$ cat src/hw/rtl/stla_pkg.sv
// Shared constants and types for the session table core.
// No dependencies; used by every module of the block.
`timescale 1ns / 1ps

package stla_pkg;

   localparam int SLOTS_DEFAULT = 8;
   localparam int ID_W          = 32;
   localparam int TIME_W        = 32;
   localparam int SLOT_OUT_W    = 3;
   localparam int COUNT_OUT_W   = 4;
   localparam int REQ_DATA_W    = ID_W + TIME_W;
   localparam int RSP_DATA_W    = SLOT_OUT_W + 1 + ID_W + COUNT_OUT_W;

   localparam logic [TIME_W-1:0] IDLE_TIMEOUT_RESET = 32'd600;

   localparam logic OP_ACCESS = 1'b0;
   localparam logic OP_EXPIRE = 1'b1;

   typedef struct packed {
      logic match;
      logic older;
      logic expired;
   } cmp_res_type;

endpackage

$ cat src/hw/rtl/stla_store.sv
// Slot storage: node id and last-activity memories with per-entry valid bits.
// Depends on stla_pkg. Unwritten entries read as zero.
`timescale 1ns / 1ps

module stla_store #(
   parameter int SLOTS = stla_pkg::SLOTS_DEFAULT,
   parameter int IDX_W = $clog2(SLOTS)
) (
   input  logic                        clock,
   input  logic                        reset,
   input  logic [IDX_W-1:0]            rd_addr,
   output logic [stla_pkg::ID_W-1:0]   rd_node,
   output logic [stla_pkg::TIME_W-1:0] rd_time,
   input  logic [IDX_W-1:0]            wr_addr,
   input  logic                        wr_node_en,
   input  logic [stla_pkg::ID_W-1:0]   wr_node,
   input  logic                        wr_time_en,
   input  logic [stla_pkg::TIME_W-1:0] wr_time
);

   logic [stla_pkg::ID_W-1:0]   node_mem [SLOTS];
   logic [stla_pkg::TIME_W-1:0] time_mem [SLOTS];
   logic [SLOTS-1:0]            node_vld_ff;
   logic [SLOTS-1:0]            time_vld_ff;
   logic [stla_pkg::ID_W-1:0]   node_rd_ff;
   logic [stla_pkg::TIME_W-1:0] time_rd_ff;
   logic                        node_rd_vld_ff;
   logic                        time_rd_vld_ff;

   always_ff @(posedge clock) begin
      if (wr_node_en) begin
         node_mem[wr_addr] <= wr_node;
      end
      if (wr_time_en) begin
         time_mem[wr_addr] <= wr_time;
      end
      node_rd_ff <= node_mem[rd_addr];
      time_rd_ff <= time_mem[rd_addr];
   end

   always_ff @(posedge clock) begin
      if (reset) begin
         node_vld_ff    <= '0;
         time_vld_ff    <= '0;
         node_rd_vld_ff <= 1'b0;
         time_rd_vld_ff <= 1'b0;
      end else begin
         if (wr_node_en) begin
            node_vld_ff[wr_addr] <= 1'b1;
         end
         if (wr_time_en) begin
            time_vld_ff[wr_addr] <= 1'b1;
         end
         node_rd_vld_ff <= node_vld_ff[rd_addr];
         time_rd_vld_ff <= time_vld_ff[rd_addr];
      end
   end

   assign rd_node = node_rd_vld_ff ? node_rd_ff : '0;
   assign rd_time = time_rd_vld_ff ? time_rd_ff : '0;

endmodule

$ cat src/hw/rtl/stla_cmp.sv
// Shared compare unit: id match, age order and idle test for one slot.
// Depends on stla_pkg for widths and the result struct.
`timescale 1ns / 1ps

module stla_cmp (
   input  logic                        first,
   input  logic [stla_pkg::ID_W-1:0]   key,
   input  logic [stla_pkg::ID_W-1:0]   node,
   input  logic [stla_pkg::TIME_W-1:0] slot_time,
   input  logic [stla_pkg::TIME_W-1:0] best_time,
   input  logic [stla_pkg::TIME_W-1:0] now,
   input  logic [stla_pkg::TIME_W-1:0] timeout,
   output stla_pkg::cmp_res_type       res
);

   logic [stla_pkg::TIME_W-1:0] idle;

   assign idle        = now - slot_time;
   assign res.match   = (node == key);
   assign res.older   = first || (slot_time < best_time);
   assign res.expired = (node != '0) && (idle > timeout);

endmodule

$ cat src/hw/rtl/session_table_lru_aging_core.sv
// Session table core: LRU slot assignment and idle-session expiry.
// Depends on stla_pkg, stla_store and stla_cmp.
//
// req channel carries one item: tuser = op (0 access, 1 expire), tdata = node_id
// and now. rsp channel returns exactly one item per request with slot, hit,
// evicted_node and expired_count. csr_we/csr_wdata load idle_timeout.
// Each request scans all SLOTS entries one per cycle through a single compare
// unit, reading both memories at one address per cycle. The result is
// registered on leaving ST_DONE and req_tready rises at the same edge, so
// the next item is accepted only after the last one is finished.
// req_tready is high only while no request is in progress. A finished result
// waits in the output register; the next request can be accepted and scanned
// meanwhile and holds only its final update until the register frees up.
// Reset clears all slots to id 0 and time 0 at once through valid bits,
// sets idle_timeout to 600 and drops rsp_tvalid.
`timescale 1ns / 1ps

module session_table_lru_aging_core #(
   parameter int SLOTS = stla_pkg::SLOTS_DEFAULT
) (
   input  logic                              clock,
   input  logic                              reset,
   input  logic                              req_tvalid,
   output logic                              req_tready,
   input  logic [stla_pkg::REQ_DATA_W-1:0]   req_tdata,  // node_id, now
   input  logic                              req_tuser,  // op
   output logic                              rsp_tvalid,
   input  logic                              rsp_tready,
   output logic [stla_pkg::RSP_DATA_W-1:0]   rsp_tdata,  // slot, hit, evicted_node, expired_count
   input  logic                              csr_we,
   input  logic [stla_pkg::TIME_W-1:0]       csr_wdata
);

   localparam int IDX_W  = $clog2(SLOTS);
   localparam int SCAN_W = $clog2(SLOTS + 1);
   localparam int CNT_W  = $clog2(SLOTS + 1);
   localparam logic [IDX_W-1:0]  LAST_IDX = IDX_W'(SLOTS - 1);
   localparam logic [SCAN_W-1:0] SCAN_END = SCAN_W'(SLOTS);

   typedef enum logic [1:0] {
      ST_IDLE,
      ST_SCAN,
      ST_DONE
   } state_type;

   state_type                       state_ff, state_in;
   logic                            op_ff, op_in;
   logic [stla_pkg::ID_W-1:0]       key_ff, key_in;
   logic [stla_pkg::TIME_W-1:0]     now_ff, now_in;
   logic [SCAN_W-1:0]               idx_ff, idx_in;
   logic                            rd_vld_ff, rd_vld_in;
   logic [IDX_W-1:0]                rd_idx_ff, rd_idx_in;
   logic                            found_ff, found_in;
   logic [IDX_W-1:0]                hit_idx_ff, hit_idx_in;
   logic [IDX_W-1:0]                best_idx_ff, best_idx_in;
   logic [stla_pkg::TIME_W-1:0]     best_time_ff, best_time_in;
   logic [stla_pkg::ID_W-1:0]       best_node_ff, best_node_in;
   logic [CNT_W-1:0]                cnt_ff, cnt_in;
   logic                            rsp_valid_ff, rsp_valid_in;
   logic [stla_pkg::RSP_DATA_W-1:0] rsp_data_ff, rsp_data_in;
   logic [stla_pkg::TIME_W-1:0]     timeout_ff;

   logic [stla_pkg::ID_W-1:0]       rd_node;
   logic [stla_pkg::TIME_W-1:0]     rd_time;
   logic [IDX_W-1:0]                wr_addr;
   logic                            wr_node_en;
   logic [stla_pkg::ID_W-1:0]       wr_node;
   logic                            wr_time_en;
   stla_pkg::cmp_res_type           cmp_res;
   logic [IDX_W-1:0]                use_idx;
   logic [IDX_W+stla_pkg::SLOT_OUT_W-1:0]  slot_ext;
   logic [CNT_W+stla_pkg::COUNT_OUT_W-1:0] cnt_ext;

   stla_store #(
      .SLOTS (SLOTS),
      .IDX_W (IDX_W)
   ) u_store (
      .clock      (clock),
      .reset      (reset),
      .rd_addr    (idx_ff[IDX_W-1:0]),
      .rd_node    (rd_node),
      .rd_time    (rd_time),
      .wr_addr    (wr_addr),
      .wr_node_en (wr_node_en),
      .wr_node    (wr_node),
      .wr_time_en (wr_time_en),
      .wr_time    (now_ff)
   );

   stla_cmp u_cmp (
      .first     (rd_idx_ff == '0),
      .key       (key_ff),
      .node      (rd_node),
      .slot_time (rd_time),
      .best_time (best_time_ff),
      .now       (now_ff),
      .timeout   (timeout_ff),
      .res       (cmp_res)
   );

   assign use_idx  = found_ff ? hit_idx_ff : best_idx_ff;
   assign slot_ext = {{stla_pkg::SLOT_OUT_W{1'b0}}, use_idx};
   assign cnt_ext  = {{stla_pkg::COUNT_OUT_W{1'b0}}, cnt_ff};

   always_comb begin
      state_in     = state_ff;
      op_in        = op_ff;
      key_in       = key_ff;
      now_in       = now_ff;
      idx_in       = idx_ff;
      rd_vld_in    = rd_vld_ff;
      rd_idx_in    = rd_idx_ff;
      found_in     = found_ff;
      hit_idx_in   = hit_idx_ff;
      best_idx_in  = best_idx_ff;
      best_time_in = best_time_ff;
      best_node_in = best_node_ff;
      cnt_in       = cnt_ff;
      rsp_valid_in = rsp_valid_ff;
      rsp_data_in  = rsp_data_ff;
      wr_addr      = rd_idx_ff;
      wr_node_en   = 1'b0;
      wr_node      = '0;
      wr_time_en   = 1'b0;

      if (rsp_valid_ff && rsp_tready) begin
         rsp_valid_in = 1'b0;
      end

      case (state_ff)
         ST_IDLE: begin
            if (req_tvalid) begin
               op_in     = req_tuser;
               key_in    = req_tdata[stla_pkg::ID_W-1:0];
               now_in    = req_tdata[stla_pkg::REQ_DATA_W-1:stla_pkg::ID_W];
               idx_in    = '0;
               rd_vld_in = 1'b0;
               found_in  = 1'b0;
               cnt_in    = '0;
               state_in  = ST_SCAN;
            end
         end
         ST_SCAN: begin
            if (idx_ff != SCAN_END) begin
               idx_in    = idx_ff + SCAN_W'(1);
               rd_vld_in = 1'b1;
               rd_idx_in = idx_ff[IDX_W-1:0];
            end else begin
               rd_vld_in = 1'b0;
            end
            if (rd_vld_ff) begin
               if (!found_ff && cmp_res.match) begin
                  found_in   = 1'b1;
                  hit_idx_in = rd_idx_ff;
               end
               if (cmp_res.older) begin
                  best_idx_in  = rd_idx_ff;
                  best_time_in = rd_time;
                  best_node_in = rd_node;
               end
               if (op_ff == stla_pkg::OP_EXPIRE && cmp_res.expired) begin
                  wr_node_en = 1'b1;
                  cnt_in     = cnt_ff + CNT_W'(1);
               end
               if (rd_idx_ff == LAST_IDX) begin
                  state_in = ST_DONE;
               end
            end
         end
         ST_DONE: begin
            if (!rsp_valid_ff || rsp_tready) begin
               rsp_valid_in = 1'b1;
               state_in     = ST_IDLE;
               if (op_ff == stla_pkg::OP_EXPIRE) begin
                  rsp_data_in = {cnt_ext[stla_pkg::COUNT_OUT_W-1:0],
                                 {stla_pkg::ID_W{1'b0}}, 1'b0,
                                 {stla_pkg::SLOT_OUT_W{1'b0}}};
               end else begin
                  wr_addr     = use_idx;
                  wr_time_en  = 1'b1;
                  wr_node_en  = !found_ff;
                  wr_node     = key_ff;
                  rsp_data_in = {{stla_pkg::COUNT_OUT_W{1'b0}},
                                 found_ff ? {stla_pkg::ID_W{1'b0}} : best_node_ff,
                                 found_ff, slot_ext[stla_pkg::SLOT_OUT_W-1:0]};
               end
            end
         end
         default: begin
            state_in = ST_IDLE;
         end
      endcase
   end

   always_ff @(posedge clock) begin
      if (reset) begin
         state_ff     <= ST_IDLE;
         rd_vld_ff    <= 1'b0;
         rsp_valid_ff <= 1'b0;
         timeout_ff   <= stla_pkg::IDLE_TIMEOUT_RESET;
      end else begin
         state_ff     <= state_in;
         rd_vld_ff    <= rd_vld_in;
         rsp_valid_ff <= rsp_valid_in;
         rsp_data_ff  <= rsp_data_in;
         if (csr_we) begin
            timeout_ff <= csr_wdata;
         end
      end
   end

   always_ff @(posedge clock) begin
      op_ff        <= op_in;
      key_ff       <= key_in;
      now_ff       <= now_in;
      idx_ff       <= idx_in;
      rd_idx_ff    <= rd_idx_in;
      found_ff     <= found_in;
      hit_idx_ff   <= hit_idx_in;
      best_idx_ff  <= best_idx_in;
      best_time_ff <= best_time_in;
      best_node_ff <= best_node_in;
      cnt_ff       <= cnt_in;
   end

   assign req_tready = (state_ff == ST_IDLE);
   assign rsp_tvalid = rsp_valid_ff;
   assign rsp_tdata  = rsp_data_ff;

endmodule

$ cat config.mk
export PLATFORM = sky130hd
export DESIGN_NAME = session_table_lru_aging_core
export DESIGN_NICKNAME = d
export VERILOG_FILES = /design/src/hw/rtl/stla_pkg.sv /design/src/hw/rtl/stla_store.sv /design/src/hw/rtl/stla_cmp.sv /design/src/hw/rtl/session_table_lru_aging_core.sv
export SDC_FILE = /design/constraint.sdc
export NUM_CORES = 1
export LEC_CHECK = 0
export ABC_AREA = 0
export BUFFER_PORTS_ARGS = -buffer_cell sky130_fd_sc_hd__buf_2
export CORE_ASPECT_RATIO = 0.8
export CORE_MARGIN = 2
export CORE_UTILIZATION = 60
export CTS_CLUSTER_SIZE = 28
export DETAILED_ROUTE_END_ITERATION = 8
export GPL_ROUTABILITY_DRIVEN = 0
export HOLD_SLACK_MARGIN = 0.02
export PLACE_DENSITY = 0.81
export SETUP_SLACK_MARGIN = 0.05
export SLEW_MARGIN = 20
export SYNTH_ARGS = -nofsm -noshare
export SYNTH_HDL_FRONTEND = slang
export SYNTH_SLANG_ARGS = --single-unit
$ cat constraint.sdc
create_clock -name clock -period 16.9 [get_ports clock]
set_input_delay 0 -clock clock [delete_from_list [all_inputs] [get_ports clock]]
set_output_delay 0 -clock clock [all_outputs]
set_load 0.02 [all_outputs]
==> flow_summary.toml <==
[run_status]
outcome = "finished, final reports clean"

[clock_tree]
post_cts_resized = 0
max-clock-path-buffers = 3
numClockSinks = 817
post_cts_buffers = 0
worst_setup_hold_path_clk_slew_ns = 0.06
htree_num_levels = 3
clockRootBuffer = "clkbuf_16"
clock_latency_ns = 0.63
tritoncts = "built"
numCtsBuffers = 77

[power]
power-per-cell-area_nw_per_um2 = 144
total_leakage_power_nw = 14.1
max-vdd-ir-drop_mv = 0.0889
power_mw = 5.58

[global_routing]
number_of_global_route_vias_before_repair = 18584
largest_net_degree_at_the_start_of_global_routing = 66
global_route_wire_length_before_repair_mm = 111
antenna_violations_before_repair = 1
global_route.usage.total_pct = 26.1
globalRouteOverflowTotal = 0

[final_layout]
seqCellArea_um2 = 23400
antennaDiodeCount = 0
total_area_of_multi_input_combinational_cells_um2 = 9080
area_growth_syn_to_layout_pct = 16.8
final_cell_count_no_fill = 3012
layout.nets = 2449
finalCoreUtilization_pct = 71.4
n_fill_cell = 3101
drive_above_1_share_pct = 22.8
finish.instance_area_um2 = 38600

[placed_design]
post-place-cells = 2741
placement.setup.worst_slack_ns = 10.30
buffer_ports.inserted = 143
placement.cell_area_um2 = 34700
dpl.hpwl_mm = 43.6

[drt]
routed-via-count = 18356
drt_first_pass_iters = 5
totalWireLength_mm = 73.3
wire_per_inst_um = 24.4
detail_route.iter0.violations = 1989
viasPerCell = 6.09
antenna_left = 0
drt_drc_violations_left = 0

[sta]
timing.hold.ws_ns = 0.0785
final_max_slew_viol_count = 0
setup_slack_of_the_critical_path_after_layout_ns = 10.22
max_freq_mhz = 150
worst_slew_margin_rel_pct = 24.6
hold_violations = 0
tightest_slew_ns = 1.13
rsz0062_at_grt = "no"
fin_setup_tns_ns = 0
fin_crit_ns = 6.68
finalSetupViolCount = 0
clock-skew-final_ns = 0.0172
min_period_over_period_pct = 39.5

[floorplanning]
core-area_um2 = 54100
die_width_um = 266
core.rowCount = 76
floorplan.die.height_um = 214
start_util_pct = 61.1
floorplan.die_area_um2 = 57000
ios = 144

[synth]
yosysSeqAreaShare_pct = 70.7
syn-cell-area_um2 = 33100
yosysMostFrequentCell = "edfxtp_1"
syn-mean-instance-area_um2 = 17.0
ys_top_cells_by_count = "699 x edfxtp_1, 132 x mux4_2, 121 x inv_1"
ys.warnings.count = 0
synthCells = 1942
synth-main-ff-cell = "edfxtp_1"
synth_area_leaders = "edfxtp_1 64%, mux4_2 9.0%, dfxtp_1 7.1%"
cell_accounting_for_the_most_synthesized_area = "edfxtp_1"
synthesis.nets = 2146
synth_enable_flop_cells = 699
ys_seq_elements = 817
synth.top_cell.area_share_pct = 63.5
postSynth.asyncResetShare_pct = 0
yosys.cell_types.count = 64

[run]
cap_viol_max_count = 0

[critical_path]
critPathArrivalTime_ns = 6.93
critPathLaunchType = "register"
critical_path.slowest_cell = "dfxtp_1"
timing.setup.critical_path_class = "reg2reg"
crit_chain = "buf_4 -> nand2_1 -> inv_1 -> ha_1 -> inv_1 -> fa_1 -> a21o_1 -> a311oi_2 -> nor3_1 -> o31ai_1 -> o21ai_1 -> a21o_1 -> a21oi_2 -> xnor2_1 -> ha_1 -> nand4_1 -> or2_1 -> nor3_2 -> o31ai_1 -> a31oi_1 -> a32oi_2 -> nor3_2 -> buf_4"
worst-endpoint-required_ns = 17.15
end_kind = "register"
crit_fanout = 32
timing.critical_path.slowest_cell_delay_ns = 0.78

[hold_path]
worstHoldPathType = "in2reg"
kinds of logic after synthesis:
logic type / after synthesis / share of synthesized area, %
fa+ha+maj: 102 / 3.88
flops: 817 / 70.7
xor+xnor: 63 / 1.67
buf+inv: 193 / 2.26
compound gates: 173 / 3.65
simple gates: 365 / 5.70
mux: 229 / 12.2
repair_timing:
action	CTS	global route
endpoints found under the setup margin	0	0
hold endpoints to repair	110	0
hold buffers	125	0
power by group:
| group | total, mW | switching, mW | internal (mW) |
|---|---|---|---|
| clock | 1.77 | 0.734 | 1.04 |
| combinational | 1.21 | 0.631 | 0.580 |
| sequential | 2.59 | 0.166 | 2.43 |
placed cells by master, fill, tap and decap left out, types with 8 or more instances in the layout:
| master | count |
|---|---|
| mux2i_1 | 33 |
| mux4_2 | 132 |
| clkbuf_1 | 16 |
| buf_2 | 143 |
| nor4_1 | 9 |
| nor2_1 | 81 |
| clkbuf_8 | 16 |
| a21o_1 | 27 |
| nor3_2 | 9 |
| inv_1 | 121 |
| nor2b_1 | 10 |
| a21oi_1 | 42 |
| o32ai_1 | 8 |
| mux2_2 | 64 |
| ha_1 | 101 |
| nand3_1 | 15 |
| nand2_1 | 67 |
| nor2_4 | 11 |
| clkinv_2 | 9 |
| xnor2_1 | 50 |
| o211ai_1 | 9 |
| dfxtp_1 | 118 |
| nor3_1 | 8 |
| and2_1 | 108 |
| o21a_1 | 8 |
| buf_4 | 26 |
| edfxtp_1 | 699 |
| dlygate4sd3_1 | 125 |
| o21bai_1 | 8 |
| nand4_1 | 23 |
| clkbuf_16 | 85 |
| o21ai_0 | 22 |
| xor2_1 | 13 |
sequential cells by signal, summed over array words and instances, names as in the netlist:
signal,count
key_ff,32
u_store.time_vld_ff,8
timeout_ff,32
idx_ff,4
cnt_ff,4
hit_idx_ff,3
rsp_tvalid,1
best_idx_ff,3
state_ff,2
op_ff,1
best_node_ff,32
now_ff,32
rsp_tdata,40
u_store.node_vld_ff,8
u_store.node_rd_vld_ff,1
rd_vld_ff,1
found_ff,1
rd_idx_ff,3
u_store.node_mem,256
u_store.time_mem,256
u_store.time_rd_vld_ff,1
u_store.time_rd_ff,32
best_time_ff,32
u_store.node_rd_ff,32
cell type report:
type | count | share of cell area (%)
Sequential cell | 817 | 60.5
Multi-Input combinational cell | 932 | 23.5
Clock buffer | 119 | 6.27
Timing Repair Buffer | 296 | 5.70
Tap cell | 702 | 2.27
Inverter | 121 | 1.18
Clock inverter | 25 | 0.596
metal layers:
metal  vias to the layer above  global-route usage [%]  share of wire [%]
met5                         -                       0                  0
met4                         0                    7.43                2.6
met3                       139                    4.67                9.5
met2                       970                    39.9                 47
met1                      9225                    39.0                 41
li1                       8022                       -                  -
final timing paths:
check                                       startpoint                endpoint  slack (ns)  cells after the start
worst min register to register  u_store.node_vld_ff[0]  u_store.node_vld_ff[0]        0.46                      2
worst min-delay path                     req_tdata[50]              now_ff[18]        0.08                      2
worst max register to register  u_store.time_rd_vld_ff  u_store.node_mem[4][4]       10.22                     23
worst max-delay path            u_store.time_rd_vld_ff  u_store.node_mem[4][4]       10.22                     23
critical path, delay by kind of cell, from the launching register on:
family	cells	cell delay, ns
compound gates	9	2.37
simple gates	6	1.16
buf+inv	4	1.01
fa+ha+maj	3	0.86
flops	1	0.78
xor+xnor	1	0.08
Power figures use the tool's default switching activity.
